`config.mk`:
```
export PLATFORM = sky130hd
export DESIGN_NAME = instruction_dispatch_queue
export DESIGN_NICKNAME = d
export VERILOG_FILES = /design/src/hdl/idq_pkg.sv /design/src/hdl/idq_cell.sv /design/src/hdl/instruction_dispatch_queue.sv
export SDC_FILE = /design/constraint.sdc
export NUM_CORES = 1
export LEC_CHECK = 0
export ABC_AREA = 0
export BUFFER_PORTS_ARGS = -buffer_cell sky130_fd_sc_hd__buf_2
export CAP_MARGIN = 20
export CORE_ASPECT_RATIO = 1.5
export CORE_MARGIN = 2
export CORE_UTILIZATION = 45
export DETAILED_ROUTE_END_ITERATION = 10
export SLEW_MARGIN = 20
export SYNTH_ARGS = -nofsm -noshare
export SYNTH_HDL_FRONTEND = slang
export SYNTH_SLANG_ARGS = --single-unit
```
`constraint.sdc`:
```
create_clock -name clk -period 3.55 [get_ports clk]
set_input_delay 0.355 -clock clk [delete_from_list [all_inputs] [get_ports clk]]
set_output_delay 0.355 -clock clk [all_outputs]
set_load 0.03 [all_outputs]
```
`src/hdl/idq_pkg.sv`:
```
// idq_pkg: shared types and constants for the instruction dispatch queue
// used by idq_cell and instruction_dispatch_queue; no dependencies

package idq_pkg;

  localparam int OPCODE_W  = 10;
  localparam int OPERAND_W = 16;

  // opcode class boundaries
  localparam logic [OPCODE_W-1:0] CLASS_MEM_LOW    = 10'd200;
  localparam logic [OPCODE_W-1:0] CLASS_BRANCH_LOW = 10'd300;
  localparam logic [OPCODE_W-1:0] CLASS_BRANCH_END = 10'd400;

  // operation codes carried on in_tuser
  typedef enum logic {
    OP_INSERT   = 1'b0,
    OP_DISPATCH = 1'b1
  } op_t;

  // one queue slot
  typedef struct packed {
    logic [OPCODE_W-1:0]  opcode;
    logic [OPERAND_W-1:0] dest;
    logic [OPERAND_W-1:0] src_a;
    logic [OPERAND_W-1:0] src_b;
  } slot_t;

  // per-transaction control broadcast to every cell
  typedef struct packed {
    logic insert;
    logic dispatch;
  } cell_ctrl_t;

  // issue readiness of the class that an opcode belongs to
  function automatic logic class_ready(input logic [OPCODE_W-1:0] opcode,
                                       input logic alu_idle,
                                       input logic mem_free,
                                       input logic branch_free);
    logic rdy;
    if (opcode < CLASS_MEM_LOW) begin
      rdy = alu_idle;
    end else if (opcode < CLASS_BRANCH_LOW) begin
      rdy = mem_free;
    end else if (opcode < CLASS_BRANCH_END) begin
      rdy = branch_free;
    end else begin
      rdy = 1'b0;
    end
    return rdy;
  endfunction

endpackage

```
`src/hdl/idq_cell.sv`:
```
// idq_cell: one slot of the dispatch queue, shifts down from its upper neighbor
// depends on idq_pkg

module idq_cell
  import idq_pkg::*;
(
  input  logic                clk,
  input  logic                rst_n,
  input  cell_ctrl_t          ctrl,
  input  logic [OPCODE_W-1:0] empty_code,
  input  slot_t               new_slot,
  input  slot_t               upper_slot,
  input  logic                claim_in,
  output logic                claim_out,
  output slot_t               slot_q,
  output slot_t               slot_nxt
);

  slot_t slot_r;
  logic  is_empty;

  // emptiness is judged against the live empty code
  assign is_empty  = (slot_r.opcode == empty_code);
  assign claim_out = claim_in | is_empty;

  // shift, take the new instruction, or hold
  always_comb begin
    if (ctrl.dispatch) begin
      slot_nxt = upper_slot;
    end else if (ctrl.insert && !claim_in && is_empty) begin
      slot_nxt = new_slot;
    end else begin
      slot_nxt = slot_r;
    end
  end

  always_ff @(posedge clk) begin
    if (!rst_n) begin
      slot_r <= '0;
    end else begin
      slot_r <= slot_nxt;
    end
  end

  assign slot_q = slot_r;

endmodule

```
`src/hdl/instruction_dispatch_queue.sv`:
```
// instruction_dispatch_queue: in-order instruction queue built as a row of slot cells
// depends on idq_pkg and idq_cell
//
// channel | ports          | payload (low bit first)
// --------+----------------+-------------------------------------------------------
// input   | in_t*          | tdata: opcode_in, dest_in, src_a_in, src_b_in,
//         |                |        alu_idle, mem_free, branch_free; tuser: op
// result  | out_t*         | tdata: opcode_out, dest_out, src_a_out, src_b_out,
//         |                |        insert_dropped, queue_full, head_ready
// config  | cfg_wr_*       | empty_code
//
// one transaction per clock unless a result waits on out_tready: every cell updates in the
// accepting cycle and the result is registered, visible the next cycle. the free-slot search
// ripples through the cell row in that same cycle. a result waiting on out_tready stops new
// input only if it is not taken in the same cycle. synchronous reset clears every slot and
// the empty code to zero.

module instruction_dispatch_queue
  import idq_pkg::*;
#(
  parameter int QUEUE_DEPTH = 8
) (
  input  logic        clk,
  input  logic        rst_n,
  input  logic        in_tvalid,
  output logic        in_tready,
  input  logic [63:0] in_tdata,   // opcode_in, dest_in, src_a_in, src_b_in, alu_idle,
                                  // mem_free, branch_free, zero fill
  input  logic        in_tuser,   // op
  output logic        out_tvalid,
  input  logic        out_tready,
  output logic [63:0] out_tdata,  // opcode_out, dest_out, src_a_out, src_b_out,
                                  // insert_dropped, queue_full, head_ready, zero fill
  input  logic        cfg_wr_en,
  input  logic [9:0]  cfg_wr_data // empty_code
);

  logic [OPCODE_W-1:0] empty_code_r;
  logic                out_valid_r;
  logic [63:0]         out_data_r;
  logic [63:0]         out_data_nxt;

  logic       accept;
  op_t        op;
  slot_t      new_slot;
  logic       alu_idle;
  logic       mem_free;
  logic       branch_free;
  cell_ctrl_t ctrl;

  slot_t [QUEUE_DEPTH-1:0] slot_q;
  slot_t [QUEUE_DEPTH-1:0] slot_nxt;
  slot_t [QUEUE_DEPTH-1:0] upper;
  logic  [QUEUE_DEPTH:0]   claim;

  // input unpacking
  assign op             = op_t'(in_tuser);
  assign new_slot.opcode = in_tdata[9:0];
  assign new_slot.dest   = in_tdata[25:10];
  assign new_slot.src_a  = in_tdata[41:26];
  assign new_slot.src_b  = in_tdata[57:42];
  assign alu_idle        = in_tdata[58];
  assign mem_free        = in_tdata[59];
  assign branch_free     = in_tdata[60];

  // handshake
  assign in_tready = !out_valid_r || out_tready;
  assign accept    = in_tvalid && in_tready;

  assign ctrl.insert   = accept && (op == OP_INSERT);
  assign ctrl.dispatch = accept && (op == OP_DISPATCH);

  // configuration register
  always_ff @(posedge clk) begin
    if (!rst_n) begin
      empty_code_r <= '0;
    end else if (cfg_wr_en) begin
      empty_code_r <= cfg_wr_data;
    end
  end

  // cell row; the top cell shifts in an empty opcode and keeps its operands
  assign claim[0] = 1'b0;

  for (genvar i = 0; i < QUEUE_DEPTH; i++) begin : g_cell
    if (i == QUEUE_DEPTH - 1) begin : g_top
      assign upper[i].opcode = empty_code_r;
      assign upper[i].dest   = slot_q[i].dest;
      assign upper[i].src_a  = slot_q[i].src_a;
      assign upper[i].src_b  = slot_q[i].src_b;
    end else begin : g_mid
      assign upper[i] = slot_q[i+1];
    end

    idq_cell u_cell (
      .clk        (clk),
      .rst_n      (rst_n),
      .ctrl       (ctrl),
      .empty_code (empty_code_r),
      .new_slot   (new_slot),
      .upper_slot (upper[i]),
      .claim_in   (claim[i]),
      .claim_out  (claim[i+1]),
      .slot_q     (slot_q[i]),
      .slot_nxt   (slot_nxt[i])
    );
  end

  // result assembly: dispatched head from pre-step state, full and ready from post-step
  always_comb begin
    out_data_nxt = '0;
    if (op == OP_DISPATCH) begin
      out_data_nxt[9:0]   = slot_q[0].opcode;
      out_data_nxt[25:10] = slot_q[0].dest;
      out_data_nxt[41:26] = slot_q[0].src_a;
      out_data_nxt[57:42] = slot_q[0].src_b;
    end else begin
      out_data_nxt[58] = !claim[QUEUE_DEPTH];
    end
    out_data_nxt[59] = (slot_nxt[QUEUE_DEPTH-1].opcode != empty_code_r);
    out_data_nxt[60] = class_ready(slot_nxt[0].opcode, alu_idle, mem_free, branch_free);
  end

  // output register
  always_ff @(posedge clk) begin
    if (!rst_n) begin
      out_valid_r <= 1'b0;
    end else if (accept) begin
      out_valid_r <= 1'b1;
    end else if (out_tready) begin
      out_valid_r <= 1'b0;
    end
  end

  always_ff @(posedge clk) begin
    if (accept) begin
      out_data_r <= out_data_nxt;
    end
  end

  assign out_tvalid = out_valid_r;
  assign out_tdata  = out_data_r;

endmodule

```
==> run_results.csv <==
group,metric,value,unit
layout,drive_above_1_share,0.122,
sta,timing.final.crit_share,0.934,
placed_design,dp_hpwl,38.9,mm
synthesis,synth_cell_types,62,
power_and_ir_drop,vdd_drop_max,0.380,mV
drt,vias_per_cell,5.90,
worst_hold_path,hold_path_class,"primary input to flop",
worst_setup_path,crit_type,"flop to flop",
floorplan,start_util,0.455,
cts,post_cts_buffers,0,
sta,slew_headroom,0.364,
placed_design,port-buffer-count,139,
worst_setup_path,path_cells,"buf_4 > xor2_1 > nor4_1 > nand4_1 > and4_1 > a211oi_1 > a31oi_1 > a2111oi_0 > a31oi_1",
layout,nets,2612,
cts,root_buffer,"clkbuf_16",
drt,vias,19200,
cts,cts_hold_buf,2,
worst_setup_path,critical_path.top_delay_family,"simple AND/OR/NAND/NOR gates",
synthesis,synthXorXnorAreaFrac,0.0312,
synthesis,synth_cells,2567,
worst_setup_path,cp_slowest_cell,"nor4_1",
sta,finalMaxSlewViolations,0,
sta,final.setup_skew,0.0113,ns
sta,final.setup.worst_slack,0.234,ns
worst_setup_path,critPathBufInv,1,
synthesis,yosys.area.top_type_share,0.413,
placed_design,gp_congestion,0.874,
synthesis,synth_fa_ha_area_frac,0,
global_route,grt_pass1_vias,18600,
global_route,overflow,0,
power_and_ir_drop,powerDensity,561,mW/mm2
sta,max_freq,0.302,GHz
synthesis,yosysWarningCount,0,
worst_setup_path,worst_ep_arrival_time,3.62,ns
cts,cts_tree,"built",
drt,remaining_drc_errors,0,
floorplan,rows,101,
layout,areaGrowthSynthToFinish,12.3,%
synthesis,yosys-mux-area-fraction,0.0557,
worst_setup_path,worst_path_largest_cell_delay,0.54,ns
synthesis,syn_avg_cell_area,8.96,um2
cts,cts_buffers,51,
cts,cts_resized,0,
worst_setup_path,cpMostUsedCell,"a31oi_1",
global_route,grt.total_usage,0.248,
run_status,status,"complete, no violations",
synthesis,yosysMostFrequentCell,"dfxtp_1",
cts,clk_latency,0.59,ns
synthesis,async_reset_ff_frac,0,
global_route,grt_max_degree,159,
synthesis,synthFlopType,"dfxtp_1",
synthesis,yosys.area.top_type,"dfxtp_1",
synthesis,syn-cell-area,0.0230,mm2
floorplan,coreArea,0.0505,mm2
sta,setup_tns,0,ns
floorplan,die-area,0.0530,mm2
worst_setup_path,cp_max_fo,8,
worst_setup_path,crit_path_start_kind,"flop",
cts,cts_max_path_buffers,3,
drt,wire_per_inst,20.7,um
run,drv_cap,0,
sta,finalSetupViolCount,0,
synthesis,ys_ff_latch,536,
layout,fillers,4721,
synthesis,synth_compound_area_frac,0.228,
synthesis,yosys.area_share.simple,0.133,
synthesis,synth_top_family_by_area,"compound AO/OA/AOI/OAI gates",
power_and_ir_drop,p_leak,9.65,nW
power_and_ir_drop,power,0.0145,W
worst_setup_path,critPathCaptureType,"flop",
synthesis,synth_edf_count,61,
floorplan,die_y,281,um
synthesis,yosys-top-cells-area,"dfxtp_1, edfxtp_1, a22oi_1, a21oi_1, nand2_1",
synthesis,yosysSeqAreaShare,0.493,
cts,cts.sink_count,536,
drt,first_pass_iters,5,
synthesis,yosys-top-cells-count,"dfxtp_1, nand2_1, a21oi_1",
floorplan,die_w,189,um
floorplan,io_pins,146,
global_route,grt_pass1_wl,105,mm
cts,clkTransAtPathRegs,0.07,ns
worst_setup_path,cp_data_required_time,3.86,ns
drt,drtIter0Drc,1480,
placed_design,dp_slack,0.240,ns
cts,htree_levels,2,
sta,hold_violations,0,
drt,wl,67.1,mm
sta,rsz0062_at_grt,"false",
sta,worstMarginPinSlew,0.954,ns
sta,min_period,3.32,ns
drt,antenna_left,0,
global_route,antenna_found_initial,8,
==> worst paths after layout <==
kind	cells after the start	slack, ns	startpoint	end
worst max register to register	9	0.23	empty_code_r[1]$_SDFFE_PN0P_	out_tdata[59]$_DFFE_PP_
worst min-delay path	3	0.02	cfg_wr_data[6]	empty_code_r[6]$_SDFFE_PN0P_
worst min register to register	2	0.45	g_cell[7].u_cell.slot_q[29]$_SDFFE_PN0P_	g_cell[7].u_cell.slot_q[29]$_SDFFE_PN0P_
worst max-delay path	9	0.23	empty_code_r[1]$_SDFFE_PN0P_	out_tdata[59]$_DFFE_PP_
==> logic make-up (layout without fill, tap and decap cells) <==
kind of cell              Yosys count  after routing
buffers and inverters             306            312
xor gates and xnor gates           81             81
DFF                               536            536
and+or+nand+nor                   686            686
muxes                             128            128
other                               1              4
AOI/OAI and AO/OA                 829            829
==> per-stage QoR <==
step	instance area (um2)	std cells	hold WS [ns]	utilization
5_1_grt	25800	3245	0.0331	0.511
3_3_place_gp	23900	3145	0.438	0.474
6_report	25800	3245	0.0187	0.511
3_5_place_dp	23900	3145	0.444	0.474
2_1_floorplan	23000	2569	0.432	-
4_1_cts	25800	3243	0.00265	0.511
==> state kept, by name, summed over array words and instances (netlist names) <==
signal	cells
out_tdata	61
empty_code_r	10
out_tvalid	1
g_cell.u_cell.slot_q	464
==> worst reg2reg max path, cell delays in order, from the launching register on <==
cell       delay [ns]
dfxtp_1          0.51
buf_4            0.27
xor2_1           0.09
nor4_1           0.54
nand4_1          0.31
and4_1           0.36
a211oi_1         0.28
a31oi_1          0.07
a2111oi_0        0.43
a31oi_1          0.18
==> cell usage in the layout (no fill, tap or decap), types with 6 or more instances in the layout <==
master and instances:
buf_12 14, a21oi_1 331, inv_1 11, clkbuf_8 13, nor2_1 156, bufinv_16 7, nand2_1 356, a311oi_1 10
nor4_1 13, nand2b_1 8, a211oi_1 121, buf_4 48, xnor2_1 29, or3_1 46, edfxtp_1 61, nand3_1 6
clkbuf_16 54, dfxtp_1 475, mux2i_1 128, nand4_1 9, a22oi_1 232, clkbuf_1 8, and2_1 61, o21ai_0 93
xor2_1 51, buf_2 138
==> power breakdown <==
group	total, W	switching (W)	internal [W]
sequential	0.00672	0.000222	0.00650
combinational	0.00180	0.00119	0.000609
clock	0.00598	0.00242	0.00356
==> metal layers <==
layer | vias to the layer above | share of wire | track usage
met1 | 9378 | 0.41 | 0.310
met3 | 155 | 0.056 | 0.0346
met2 | 603 | 0.50 | 0.436
met5 | - | 0.00097 | 0
li1 | 9009 | - | -
met4 | 10 | 0.033 | 0.0875
==> area by class of cell <==
cell class | instances | area, um2 | area share
flip-flops and latches | 536 | 11300 | 0.439
clock inverters | 21 | 299 | 0.0116
repair buffers | 202 | 1350 | 0.0523
inverters | 14 | 62.6 | 0.00242
clock buffers | 75 | 1560 | 0.0604
diodes | 1 | 2.50 | 0.0000968
multi-input cells | 1727 | 10400 | 0.402
well taps | 669 | 837 | 0.0324
Power figures use the tool's default switching activity.
